File: config.mk
export PLATFORM = sky130hd
export DESIGN_NAME = ecm_update_stage
export DESIGN_NICKNAME = d
export VERILOG_FILES = /design/src/ecm_pkg.sv /design/src/ecm_update_stage.sv
export SDC_FILE = /design/constraint.sdc
export NUM_CORES = 1
export LEC_CHECK = 0
export BUFFER_PORTS_ARGS = -buffer_cell sky130_fd_sc_hd__buf_2
export CAP_MARGIN = 20
export CORE_MARGIN = 4
export CORE_UTILIZATION = 47
export DETAILED_ROUTE_END_ITERATION = 6
export GPL_TIMING_DRIVEN = 0
export HOLD_SLACK_MARGIN = 0.06
export PLACE_DENSITY = 0.85
export RECOVER_POWER = 50
export SLEW_MARGIN = 30
export SYNTH_ARGS = -nofsm -noshare
export SYNTH_HDL_FRONTEND = slang
export SYNTH_SLANG_ARGS = --single-unit
export TNS_END_PERCENT = 5
File: constraint.sdc
create_clock -name clock -period 2.83 [get_ports clock]
set_input_delay 0.283 -clock clock [delete_from_list [all_inputs] [get_ports clock]]
set_output_delay 0.283 -clock clock [all_outputs]
set_load 0.02 [all_outputs]
File: src/ecm_pkg.sv
// shared constants and types for the edge coverage map unit
// no dependencies; every other file refers to it by scoped names

package ecm_pkg;

   // map geometry
   localparam int MAP_ENTRIES = 65536;
   localparam int IDX_W       = $clog2(MAP_ENTRIES);

   // field widths
   localparam int ADDR_W = 48;
   localparam int CNT_W  = 8;
   localparam int REQ_W  = 2;
   localparam int HIT_W  = 16;
   localparam int RIDX_W = 16;

   // index masks: map size, and the 16-bit limit on the previous location
   localparam logic [IDX_W-1:0] IDX_MASK  = IDX_W'(MAP_ENTRIES - 1);
   localparam logic [IDX_W-1:0] PREV_MASK = IDX_W'(32'h0000_FFFF);
   localparam logic [IDX_W-1:0] LAST_IDX  = IDX_W'(MAP_ENTRIES - 1);

   // request codes
   localparam logic [REQ_W-1:0] REQ_BLOCK = 2'd0;
   localparam logic [REQ_W-1:0] REQ_CLEAR = 2'd1;
   localparam logic [REQ_W-1:0] REQ_READ  = 2'd2;

   // register port
   localparam int CSR_ADDR_W = 4;
   localparam int CSR_DATA_W = 64;
   localparam int CSR_SEL_BIT = 3;
   localparam logic CSR_SEL_BASE = 1'b0;
   localparam logic CSR_SEL_END  = 1'b1;

   // item leaving the index stage toward the counter update
   typedef struct packed {
      logic              valid;
      logic [REQ_W-1:0]  req;
      logic              counted;
      logic [IDX_W-1:0]  idx;
      logic [RIDX_W-1:0] ridx;
   } lookup_type;

   // index stage status seen by the control logic
   typedef struct packed {
      logic valid;
      logic hold;
   } stage_status_type;

   // counter memory write port
   typedef struct packed {
      logic             en;
      logic [IDX_W-1:0] addr;
      logic [CNT_W-1:0] data;
   } wr_port_type;

endpackage

File: src/ecm_update_stage.sv
// counter increment with write forwarding, and the result register
// depends on ecm_pkg for the lookup struct, the write port and request codes

module ecm_update_stage (
   input  logic                        clock,
   input  logic                        reset,
   input  logic                        en,
   input  logic                        load,
   input  logic                        run,
   input  ecm_pkg::lookup_type         lookup,
   input  logic [ecm_pkg::CNT_W-1:0]   rd_data,
   output ecm_pkg::wr_port_type        wr,
   output logic                        busy,
   output logic                        rsp_valid,
   output logic [ecm_pkg::HIT_W-1:0]   rsp_hit_index,
   output logic                        rsp_counted,
   output logic [ecm_pkg::CNT_W-1:0]   rsp_entry_value
);

   ecm_pkg::lookup_type        c_ff;
   ecm_pkg::lookup_type        c_in;
   logic                       fwd_valid_ff;
   logic [ecm_pkg::IDX_W-1:0]  fwd_idx_ff;
   logic [ecm_pkg::CNT_W-1:0]  fwd_val_ff;

   logic                       out_valid_ff;
   logic [ecm_pkg::HIT_W-1:0]  out_hit_ff;
   logic                       out_counted_ff;
   logic [ecm_pkg::CNT_W-1:0]  out_value_ff;

   logic [ecm_pkg::CNT_W-1:0]  old_value;
   logic [ecm_pkg::CNT_W-1:0]  new_value;
   logic [ecm_pkg::HIT_W-1:0]  hit_in;
   logic                       counted_in;
   logic [ecm_pkg::CNT_W-1:0]  value_in;

   // the write of the item just ahead lands on the same edge as this read
   assign old_value = (fwd_valid_ff && (fwd_idx_ff == c_ff.idx)) ? fwd_val_ff : rd_data;
   assign new_value = old_value + ecm_pkg::CNT_W'(1);

   assign wr.en   = en && c_ff.valid && c_ff.counted;
   assign wr.addr = c_ff.idx;
   assign wr.data = new_value;

   assign busy = c_ff.valid;

   always_comb begin
      c_in       = lookup;
      c_in.valid = load && lookup.valid;
      hit_in     = '0;
      counted_in = 1'b0;
      value_in   = '0;
      case (c_ff.req)
         ecm_pkg::REQ_BLOCK: begin
            if (c_ff.counted) begin
               hit_in     = ecm_pkg::HIT_W'(c_ff.idx);
               counted_in = 1'b1;
               value_in   = new_value;
            end
         end
         ecm_pkg::REQ_READ: begin
            hit_in   = c_ff.ridx;
            value_in = old_value;
         end
         default: begin
            hit_in = '0;
         end
      endcase
   end

   always_ff @(posedge clock) begin
      if (reset) begin
         c_ff.valid   <= 1'b0;
         fwd_valid_ff <= 1'b0;
         out_valid_ff <= 1'b0;
      end else begin
         if (!run) begin
            fwd_valid_ff <= 1'b0;
         end else if (en) begin
            fwd_valid_ff <= wr.en;
         end
         if (en) begin
            c_ff.valid   <= c_in.valid;
            out_valid_ff <= c_ff.valid;
         end
      end
   end

   always_ff @(posedge clock) begin
      if (en) begin
         c_ff.req     <= c_in.req;
         c_ff.counted <= c_in.counted;
         c_ff.idx     <= c_in.idx;
         c_ff.ridx    <= c_in.ridx;
         fwd_idx_ff   <= c_ff.idx;
         fwd_val_ff   <= new_value;
         if (c_ff.valid) begin
            out_hit_ff     <= hit_in;
            out_counted_ff <= counted_in;
            out_value_ff   <= value_in;
         end
      end
   end

   assign rsp_valid       = out_valid_ff;
   assign rsp_hit_index   = out_hit_ff;
   assign rsp_counted     = out_counted_ff;
   assign rsp_entry_value = out_value_ff;

endmodule

==> impl_metrics.ini <==
[outcome]
status = finished, violations left
violations = capacitance limit, slew limit, setup timing

[global_route]
overflow = 0
grt_max_degree = 64
globalRouteTotalUtil_pct = 16.5
antenna_found_initial = 0
grt_pass1_vias = 2206
grt_pass1_wl_um = 11100

[die]
die_area_sq_um = 9110
die_width_um = 95.4
rows = 31
die_y_um = 95.4
pin_count = 101
core_area_sq_um = 7330
initial_core_util_pct = 49.0

[layout]
layout.nets = 403
n_antenna_cell = 0
drive_gt1_share_pct = 46.1
n_fill_cell = 540
synthToLayoutAreaGrowth_pct = 31.6

[route]
first_pass_iters = 4
wl_per_cell_um = 16.1
drc = 0
num_vias = 2275
avgViaCountPerCell = 4.98
wl_um = 7350
drt-initial-drc-count = 105
ant_nets = 0

[logic_synthesis]
synth_ff_type = edfxtp_1
synth_nets = 280
yosys_warnings = 0
synth-seq-area-share_pct = 71.9
syn_avg_cell_area_sq_um = 15.6
synthCells = 230
ys_ff_latch = 87
synth_edf_count = 84
async_flop_share_pct = 0
syn_area_sq_um = 3590
synthDistinctLibCells = 32

[sta]
clock-skew-final_ns = 0.0116
rsz0062_at_grt = yes
slew_headroom_pct = -2.74
setup_violations = 9
worst_slew_pin_slew_ns = 1.54
final-hold-violation-count = 0
fin_crit_ns = 3.33
setup_ws_ns = -0.495
fin_crit_sh_pct = 117
setup-tns-final_ns = -1.79
max_freq_mhz = 301
slew_violations = 64

[worst_hold_path]
worstHoldPathCells = 1
hp-class = in2reg

[power]
leakage_nw = 1.84
power-per-cell-area_nw_per_um2 = 619
vdd.ir_drop.worst_v = 0.000402
total_power_mw = 2.93

[setup_path]
startpoint_type = flip-flop
end_kind = output port
cp_max_fo = 3
crit_type = reg2out
r2r.worst_path.cells = 14
crit_arrival_ns = 3.04
critPathRequiredTime_ns = 2.55

[clocking]
cts_max_level = 3
cts_tree = built
clkTransAtPathRegs_ns = 0.09
ctsHoldBuffers = 0
cts_sinks = 87
cts_buffers = 9
cts_max_path_buffers = 2
cts-root-buf = clkbuf_8
clkLatencyLatePin_ns = 0.34

[placed_design]
portBuffers = 100
hpwl_um = 4950
gp_congestion = 0.859

[job]
maxCapViolations = 1
-- stage by stage --
stage / worst slack, ns / instances / area (sq um) / hold WS, ns / utilization, %
2_1_floorplan: -0.149 / 230 / 3630 / 0.352 / -
3_3_place_gp: -0.707 / 429 / 4260 / 0.454 / 58.0
3_5_place_dp: -0.744 / 429 / 4260 / 0.461 / 58.1
4_1_cts: -0.544 / 451 / 4640 / 0.0885 / 63.4
5_1_grt: -0.649 / 457 / 4730 / 0.0813 / 64.5
6_report: -0.495 / 457 / 4730 / 0.104 / 64.5
-- report_power, final --
part | switching [mW] | total (mW) | internal [mW]
clock | 0.436 | 1.03 | 0.594
combinational | 0.179 | 0.336 | 0.157
sequential | 0.0533 | 1.56 | 1.51
total | 0.668 | 2.93 | 2.26
-- registers in the layout (all words and copies together), names as in the netlist --
signal,flops
rsp_counted,1
rsp_entry_value,8
fwd_val_ff,8
fwd_valid_ff,1
fwd_idx_ff,16
rsp_valid,1
busy,1
wr,16
rsp_hit_index,16
c_ff,19
-- metal layers --
layer	global-route usage [%]	wire, um	vias to the layer above
li1	-	-	1101
met1	21.3	3070	1084
met2	26.5	3680	77
met3	4.66	483	13
met4	6.28	122	0
met5	0	0	-
-- layout make-up --
class	count	area, sq um	share of cell area (%)
multi-input cells	118	987	20.9
well taps	99	124	2.62
plain buffers	22	159	3.36
flip-flops and latches	87	2580	54.6
inverters	3	11.3	0.238
clock inverters	6	118	2.49
clock buffers	10	128	2.70
repair buffers	112	617	13.1
-- timing repair --
item,CTS,global route
setup buffers,6,6
resized for setup,22,7
pin swaps,10,3
endpoints found under the setup margin,18,13
-- worst max-delay path, cell delays in order, from the launching register on --
cell      delay, ns
edfxtp_1       0.47
xor2_2         0.19
nor4_4         0.38
nand3_2        0.13
nor4_4         0.21
buf_4          0.18
mux2_4         0.32
ha_4           0.18
nand3_4        0.10
nor2_4         0.04
xnor2_2        0.14
mux2i_2        0.18
buf_4          0.17
-- logic make-up after synthesis --
logic type	synth area share, %
adder cells (fa/ha/maj)	0.348
buffers and inverters	4.32
XOR/XNOR	6.58
flip-flops	71.9
AND/OR/NAND/NOR	6.13
AO/OA/AOI/OAI	7.56
multiplexers	3.17
-- cell usage in the layout, fill, tap and decap left out, drive strengths merged --
cell type	instances
nor2b	3
clkinvlp	1
edfxtp	84
xor2	11
dfxtp	3
a221oi	2
mux2i	8
a21oi	12
a22oi	2
nand2b	1
clkbuf	15
nor3	2
and3	3
a211oi	1
buf	129
nor3b	1
mux2	3
o21bai	1
and2	1
nor4	2
xnor2	16
clkinv	1
ha	1
a21o	2
a22o	17
nand2	6
nand3	9
bufinv	3
inv	4
nor2	12
nand4	2
-- cell usage after synthesis (all sizes together) (2+ instances only) --
library cell,n,area (sq um)
edfxtp,84,2520
buf,18,129
a22o,17,149
xnor2,16,140
a21oi,12,60.1
nor2,12,45.0
xor2,11,96.3
nand3,9,45.0
mux2i,8,80.1
nand2,6,22.5
clkbuf,4,15.0
and3,3,18.8
dfxtp,3,60.1
inv,3,11.3
mux2,3,33.8
nor2b,3,18.8
a21o,2,15.0
a221oi,2,17.5
a22oi,2,15.0
nand4,2,12.5
nor3,2,10.0
nor4,2,27.5
-- worst paths after layout --
| path | start | end | slack, ns |
|---|---|---|---|
| max | wr[21] | wr[6] | -0.50 |
| min | lookup[21] | wr[13] | 0.10 |
| max reg2reg | wr[21] | rsp_entry_value[6] | -0.18 |
| min reg2reg | busy | busy | 0.49 |
No activity file was read; power rests on OpenSTA's default activity.
