==> src/ecm_pkg.sv <==
// shared constants and types for the edge coverage map unit
// no dependencies; every other file refers to it by scoped names

package ecm_pkg;

   // map geometry
   localparam int MAP_ENTRIES = 65536;
   localparam int IDX_W       = $clog2(MAP_ENTRIES);

   // field widths
   localparam int ADDR_W = 48;
   localparam int CNT_W  = 8;
   localparam int REQ_W  = 2;
   localparam int HIT_W  = 16;
   localparam int RIDX_W = 16;

   // index masks: map size, and the 16-bit limit on the previous location
   localparam logic [IDX_W-1:0] IDX_MASK  = IDX_W'(MAP_ENTRIES - 1);
   localparam logic [IDX_W-1:0] PREV_MASK = IDX_W'(32'h0000_FFFF);
   localparam logic [IDX_W-1:0] LAST_IDX  = IDX_W'(MAP_ENTRIES - 1);

   // request codes
   localparam logic [REQ_W-1:0] REQ_BLOCK = 2'd0;
   localparam logic [REQ_W-1:0] REQ_CLEAR = 2'd1;
   localparam logic [REQ_W-1:0] REQ_READ  = 2'd2;

   // register port
   localparam int CSR_ADDR_W = 4;
   localparam int CSR_DATA_W = 64;
   localparam int CSR_SEL_BIT = 3;
   localparam logic CSR_SEL_BASE = 1'b0;
   localparam logic CSR_SEL_END  = 1'b1;

   // item leaving the index stage toward the counter update
   typedef struct packed {
      logic              valid;
      logic [REQ_W-1:0]  req;
      logic              counted;
      logic [IDX_W-1:0]  idx;
      logic [RIDX_W-1:0] ridx;
   } lookup_type;

   // index stage status seen by the control logic
   typedef struct packed {
      logic valid;
      logic hold;
   } stage_status_type;

   // counter memory write port
   typedef struct packed {
      logic             en;
      logic [IDX_W-1:0] addr;
      logic [CNT_W-1:0] data;
   } wr_port_type;

endpackage

==> src/ecm_index_stage.sv <==
// input register, module window check, edge index and previous location
// depends on ecm_pkg for widths, request codes and the lookup struct

module ecm_index_stage (
   input  logic                        clock,
   input  logic                        reset,
   input  logic                        accept,
   input  logic [ecm_pkg::REQ_W-1:0]   req_type,
   input  logic [ecm_pkg::ADDR_W-1:0]  req_block_addr,
   input  logic [ecm_pkg::RIDX_W-1:0]  req_read_index,
   input  logic [ecm_pkg::ADDR_W-1:0]  module_base,
   input  logic [ecm_pkg::ADDR_W-1:0]  module_end,
   input  logic                        adv,
   input  logic                        sweep_done,
   output ecm_pkg::stage_status_type   status,
   output ecm_pkg::lookup_type         lookup
);

   logic                        b_valid_ff;
   logic                        b_done_ff;
   logic [ecm_pkg::REQ_W-1:0]   b_req_ff;
   logic [ecm_pkg::ADDR_W-1:0]  b_addr_ff;
   logic [ecm_pkg::RIDX_W-1:0]  b_ridx_ff;
   logic [ecm_pkg::IDX_W-1:0]   prev_ff;
   logic [ecm_pkg::IDX_W-1:0]   prev_in;

   logic [ecm_pkg::ADDR_W-1:0]  offset;
   logic                        in_window;
   logic                        counted;
   logic [ecm_pkg::IDX_W-1:0]   edge_idx;
   logic [ecm_pkg::IDX_W-1:0]   read_idx;

   assign in_window = (b_addr_ff >= module_base) && (b_addr_ff <= module_end);
   assign offset    = b_addr_ff - module_base;
   assign counted   = b_valid_ff && (b_req_ff == ecm_pkg::REQ_BLOCK) && in_window;
   assign edge_idx  = (offset[ecm_pkg::IDX_W-1:0] ^ prev_ff) & ecm_pkg::IDX_MASK;
   assign read_idx  = ecm_pkg::IDX_W'(b_ridx_ff) & ecm_pkg::IDX_MASK;
   assign prev_in   = offset[ecm_pkg::IDX_W:1] & ecm_pkg::IDX_MASK & ecm_pkg::PREV_MASK;

   assign lookup.valid   = b_valid_ff;
   assign lookup.req     = b_req_ff;
   assign lookup.counted = counted;
   assign lookup.idx     = (b_req_ff == ecm_pkg::REQ_READ) ? read_idx : edge_idx;
   assign lookup.ridx    = b_ridx_ff;

   // a clear waits here until the map sweep has finished
   assign status.valid = b_valid_ff;
   assign status.hold  = b_valid_ff && (b_req_ff == ecm_pkg::REQ_CLEAR) && !b_done_ff;

   always_ff @(posedge clock) begin
      if (reset) begin
         b_valid_ff <= 1'b0;
         b_done_ff  <= 1'b0;
         prev_ff    <= '0;
      end else begin
         b_valid_ff <= accept || (b_valid_ff && !adv);
         if (adv && counted) begin
            prev_ff <= prev_in;
         end
         if (accept) begin
            b_done_ff <= 1'b0;
         end else if (sweep_done) begin
            b_done_ff <= 1'b1;
         end
      end
   end

   always_ff @(posedge clock) begin
      if (accept) begin
         b_req_ff  <= req_type;
         b_addr_ff <= req_block_addr;
         b_ridx_ff <= req_read_index;
      end
   end

endmodule

==> config.mk <==
export PLATFORM = sky130hd
export DESIGN_NAME = ecm_index_stage
export DESIGN_NICKNAME = d
export VERILOG_FILES = /design/src/ecm_pkg.sv /design/src/ecm_index_stage.sv
export SDC_FILE = /design/constraint.sdc
export NUM_CORES = 1
export LEC_CHECK = 0
export BUFFER_PORTS_ARGS = -buffer_cell sky130_fd_sc_hd__buf_4
export CAP_MARGIN = 20
export CORE_ASPECT_RATIO = 0.5
export CORE_MARGIN = 1
export CORE_UTILIZATION = 35
export DETAILED_ROUTE_END_ITERATION = 10
export PLACE_DENSITY_LB_ADDON = 0.15
export RECOVER_POWER = 25
export SYNTH_ARGS = -nofsm -noshare
export SYNTH_HDL_FRONTEND = slang
export SYNTH_SLANG_ARGS = --single-unit
==> constraint.sdc <==
create_clock -name clock -period 4.7 [get_ports clock]
set_clock_uncertainty 0.05 [all_clocks]
set_input_delay 0.94 -clock clock [delete_from_list [all_inputs] [get_ports clock]]
set_output_delay 0.94 -clock clock [all_outputs]
set_load 0.02 [all_outputs]
==> results of run 1 <==
## through the flow
stage               cells  worst slack [ns]
floorplan             604             0.406
global placement     1020             0.177
detailed placement   1020             0.119
CTS                  1036             0.119
global route         1037            0.0904
finish               1037             0.304
## cell usage in the layout (no fill, tap or decap), types with 2 or more instances in the layout
cell type and instances:
buf_4 160, inv_1 100, ha_1 96, a21oi_1 72
edfxtp_1 66, clkbuf_4 47, nor2_1 33, o21ai_0 28
nand2_1 24, nand4_1 22, nand3_1 21, xnor2_1 20
dfxtp_1 18, xor2_1 9, clkbuf_16 9, a21o_1 8
nor3_1 8, a211oi_1 7, nand2b_1 5, o211ai_1 5
nor4_1 4, nor2b_1 4, a221oi_1 4, o21ai_1 3
o21a_1 3, or4_1 3, inv_6 3, and4_1 2
a31oi_1 2, clkinvlp_4 2
## worst reg2reg max path: cells and delay by family (launching register included)
| kind | cells | cell delay (ns) |
|---|---|---|
| AO/OA/AOI/OAI | 5 | 1.17 |
| adder cells (fa/ha/maj) | 2 | 0.58 |
| buffers and inverters | 3 | 0.38 |
| flip-flops | 1 | 0.36 |
| AND/OR/NAND/NOR | 3 | 0.58 |
## registers in the layout (all words and copies together), names as in the netlist
| signal | cells |
|---|---|
| b_addr_ff | 48 |
| b_ridx_ff | 16 |
| prev_ff | 16 |
| b_req_ff | 2 |
| b_done_ff | 1 |
| b_valid_ff | 1 |
## timing repair
action                                 in CTS  in global routing
endpoints found under the hold margin       0                  0
resized for setup                           0                  3
setup buffers                               0                  0
setup endpoints to repair                   0                  1
## worst paths after layout
path | start | endpoint | slack, ns | depth (start not counted)
worst max-delay path | module_base[0] | lookup[30] | 0.30 | 13
worst min-delay path | prev_ff[10] | prev_ff[10] | 0.44 | 2
worst max register to register | b_addr_ff[0] | prev_ff[7] | 1.50 | 13
worst min register to register | prev_ff[10] | prev_ff[10] | 0.44 | 2
## power groups by stage
stage / clock, µW / sequential (µW) / combinational [µW]
after floorplan: 0 / 911 / 389
after global placement: 0 / 904 / 676
after detailed placement: 0 / 905 / 684
after CTS: 716 / 888 / 689
after global routing: 744 / 894 / 763
final: 693 / 887 / 684
## final cells by class
type | instances | area [µm²]
tap | 221 | 277
sequential | 84 | 2340
fill | 1530 | 7950
clock buffer | 9 | 225
inverter | 101 | 379
clock inverter | 7 | 57.6
timing repair buffer | 208 | 1570
multi-input combinational | 407 | 3060
## logic make-up after synthesis
| kind of cell | count (synthesis) | share of synthesized area |
|---|---|---|
| flip-flops | 84 | 0.401 |
| AO/OA/AOI/OAI | 144 | 0.147 |
| buffers and inverters | 113 | 0.0779 |
| XOR/XNOR | 29 | 0.0434 |
| adder cells (fa/ha/maj) | 97 | 0.209 |
| AND/OR/NAND/NOR | 137 | 0.122 |
## per-layer routing
layer	up-vias	track usage
li1	2572	-
met2	114	0.296
met1	2276	0.231
met5	-	0
met3	11	0.0335
met4	0	0.0358
==> flow_summary.ini, run 1 <==
[outcome]
status = completed

[die]
coreArea_mm2 = 0.0159
start_util = 0.369
dieArea_mm2 = 0.0173
rows = 32
die_w_um = 185
die_height_um = 93.4
io_pins = 205

[worst_setup_path]
path_buf_inv = 3
crit_path_end_kind = output port
cp-start-kind = input pin
crit_slowest_cell = fa_1
path_delay_family = compound AO/OA/AOI/OAI gates
crit_path_cell_trace = buf_4 > ha_1 > inv_1 > fa_1 > a211oi_2 > o21ai_1 > and2_2 > a2111oi_2 > nor2_1 > xor2_1 > xnor2_1 > a21oi_1 > buf_4
crit_required_ns = 3.71
cp_common_cell = buf_4
path_max_fanout = 4
worstPathArrival_ns = 3.41
crit_path_max_incr_delay_ns = 0.41
path_class = in2out

[power_and_ir_drop]
p_int_uw = 1550
total_power_uw = 2260
clkPwrFrac = 0.306
power_frac_comb = 0.302
p_leak_uw = 0.00376
vdd_drop_max_mv = 0.164
p_sw_uw = 713
switching_share = 0.315
p_seq_frac = 0.392
power_density_mw_per_mm2 = 286

[global_route]
grt_max_degree = 69
grt_pass1_vias = 4868
grt_antenna_before_repair = 0
grt_pass1_wl_um = 23400
gr-total-overflow = 0
track_usage = 0.174

[sta]
hold_viol = 0
finalCritPeriodShare = 0.935
whs_ns = 0.439
worst_slew_pin_slew_ns = 0.921
timing.final.crit_period_ns = 4.40
slew_headroom = 0.386
rsz0062_at_grt = no
setup_violations = 0
max_freq_mhz = 228
fin_setup_tns_ns = 0
finalMaxSlewViolations = 0

[synth]
synth_top_cell_by_area = edfxtp_1
avgSynthCellArea_um2 = 9.68
synth.area.top_cells = edfxtp_1 (34%), ha_1 (21%), inv_1 (6.4%)
synth_edf_count = 66
syn_inst = 604
yosysMostFrequentCell = inv_1
ys_seq_area_frac = 0.401
synth_top_area_share = 0.339
synth-main-ff-cell = edfxtp_1
ys_top_cells_by_count = inv_1 (100), ha_1 (96), a21oi_1 (72)
async_flop_share = 0
synth_cell_types = 54
synth-seq-cells = 84
syn_area_mm2 = 0.00585
yosys_warnings = 0
synth_nets = 868

[routing]
first_iter_violations = 214
wl_met3_um = 696
vias = 4973
postRouteAntennaNets = 0
routed_wl_um = 14800
drtPass1Iterations = 4
drc = 0
top_layer = met4
wl_met2_um = 6990
wl_met1_um = 6930
wl_per_cell_um = 14.2
via_per_inst = 4.80

[clocking]
clk_pin_slew_worst_paths_ns = 0.06
h-tree-depth = 3
cts_buffers = 9
cts_root_buf = clkbuf_16
cts_sinks = 84
cts_tree = done
clockBufferDepth = 2
postCtsHoldBufs = 0
clk_latency_ns = 0.35

[place]
place.detailed.hpwl_um = 12000
dpl_cell_area_mm2 = 0.00760
place.gp.congestion = 0.864
io_buffers = 204

[run]
cap_viol_max_count = 0

[worst_hold_path]
hold_path_class = reg2reg

[finish]
post-route-cell-area_mm2 = 0.00791
num-nets-final = 1075
final_util = 0.499
syn2layout_area_growth_pct = 35.3
drive_above_1_share = 0.290
diodes = 0
Power figures use the tool's default switching activity.
==> run 2: changes to the inputs <==
--- a/config.mk
+++ b/config.mk
@@ -5,9 +5,9 @@
 export SDC_FILE = /design/constraint.sdc
 export NUM_CORES = 1
 export LEC_CHECK = 0
-export BUFFER_PORTS_ARGS = -buffer_cell sky130_fd_sc_hd__buf_4
+export BUFFER_PORTS_ARGS = -buffer_cell sky130_fd_sc_hd__buf_2
 export CAP_MARGIN = 20
-export CORE_ASPECT_RATIO = 0.5
+export CORE_ASPECT_RATIO = 1.1
 export CORE_MARGIN = 1
 export CORE_UTILIZATION = 35
 export DETAILED_ROUTE_END_ITERATION = 10
==> flow_summary.ini, run 2 (synthesized netlist as in run 1, its figures left out) <==
[outcome]
status = complete, but fails checks
violations = DRC

[clocking]
cts_sinks = 84
cts_tree = done
clockBufferDepth = 2
cts_root_buf = clkbuf_16
cts_buffers = 9
postCtsHoldBufs = 0
clk_pin_slew_worst_paths_ns = 0.08
clk_latency_ns = 0.35
h-tree-depth = 3

[worst_hold_path]
whs_path_depth = 2
hold_path_class = reg2reg

[sta]
finalMaxSlewViolations = 0
hold_viol = 0
fin_ws_ns = 0.224
fin_setup_tns_ns = 0
whs_ns = 0.434
rsz0062_at_grt = no
timing.final.crit_period_ns = 4.48
finalCritPeriodShare = 0.952
slew_headroom = 0.410
worst_slew_pin_slew_ns = 0.886
setup_violations = 0
max_freq_mhz = 223

[routing]
vias = 5017
drc = 13
via_per_inst = 4.91
wl_per_cell_um = 15.4
routed_wl_um = 15700
first_iter_violations = 225
postRouteAntennaNets = 0
drtPass1Iterations = 8

[place]
place.gp.congestion = 0.837
place.detailed.hpwl_um = 12700
dpl_cell_area_mm2 = 0.00708
place_ws_ns = 0.124
io_buffers = 204

[finish]
post-route-cell-area_mm2 = 0.00740
layout_common_cells = buf_2 (204), inv_1 (100), ha_1 (96)
layout_commonest_cell = buf_2
syn2layout_area_growth_pct = 26.6
seq_area_mm2 = 0.00234
multi_input_area_mm2 = 0.00305
num-nets-final = 1076
largest-register = b_addr_ff
drive_above_1_share = 0.290
fill_cells = 1589
reg.largest.list = b_addr_ff x48, b_ridx_ff x16, prev_ff x16
final_util = 0.452
diodes = 0
largest_reg_flops = 48

[die]
dieArea_mm2 = 0.0172
die_w_um = 125
coreArea_mm2 = 0.0164
start_util = 0.357
die_height_um = 138
io_pins = 205
rows = 49

[global_route]
grt_pass1_vias = 5073
grt_max_degree = 38
track_usage = 0.184
grt_pass1_wl_um = 24400
gr-total-overflow = 0
grt_antenna_before_repair = 0

[worst_setup_path]
crit_required_ns = 3.71
reg2reg_depth = 13
worstPathArrival_ns = 3.49
path_max_fanout = 4
cp-start-kind = input pin
crit_path_end_kind = output port
path_class = in2out

[power_and_ir_drop]
vdd_drop_max_mv = 0.180
p_leak_uw = 0.00361
power_density_mw_per_mm2 = 304

[run]
cap_viol_max_count = 0
==> run 2: cell count changes in the layout (fill, tap and decap cells not counted), moves of 3 or more <==
| cell | change |
|---|---|
| buf_4 | -156 |
| clkbuf_4 | -47 |
| clkinv_4 | +3 |
| buf_2 | +204 |
| inv_6 | -3 |
==> run 2: per-stage QoR <==
| stage | power (µW) | instances |
|---|---|---|
| after global routing | 2390 | 1021 |
| after CTS | 2290 | 1020 |
| after detailed placement | 1530 | 1004 |
| final | 2250 | 1021 |
| after floorplan | 1300 | 604 |
| after global placement | 1520 | 1004 |
==> run 2: area by class of cell <==
type                       instances  share of cell area
timing repair buffer             209               0.144
tap                              204              0.0345
clock inverter                     7              0.0110
inverter                         101              0.0512
clock buffer                       9              0.0304
sequential                        84               0.316
multi-input combinational        407               0.413
==> run 2: timing repair <==
item / in CTS / in global routing
hold endpoints to repair: 0 / 0
buffers inserted: 0 / 0
gates resized for setup: 0 / 1
endpoints found under the setup margin: 0 / 1
==> run 2: critical path, stage by stage <==
cell,delay [ns]
buf_2,0.08
ha_1,0.15
inv_1,0.05
fa_1,0.40
a211oi_2,0.29
o21ai_1,0.12
and2_2,0.24
a2111oi_0,0.41
nor2_1,0.11
xor2_1,0.25
xnor2_1,0.12
a21oi_1,0.15
buf_2,0.18
==> run 2: routing by layer <==
| metal | up-vias | share of wire | GRT usage |
|---|---|---|---|
| met5 | - | 0 | 0 |
| met4 | 0 | 0.0038 | 0.0488 |
| met3 | 4 | 0.050 | 0.0419 |
| met2 | 130 | 0.54 | 0.351 |
| met1 | 2296 | 0.41 | 0.205 |
| li1 | 2587 | - | - |
==> run 2: report_power, final <==
part	total [µW]	switching, µW	internal, µW
clock network	732	354	378
logic	628	363	265
registers	888	31.3	857
total	2250	748	1500
==> run 2: path summary, 6_finish.rpt <==
kind	endpoint	from	slack (ns)
hold reg to reg	prev_ff[15]	prev_ff[15]	0.43
hold / removal	prev_ff[15]	prev_ff[15]	0.43
setup reg to reg	prev_ff[7]	b_addr_ff[0]	1.61
setup / recovery	lookup[30]	module_base[0]	0.22
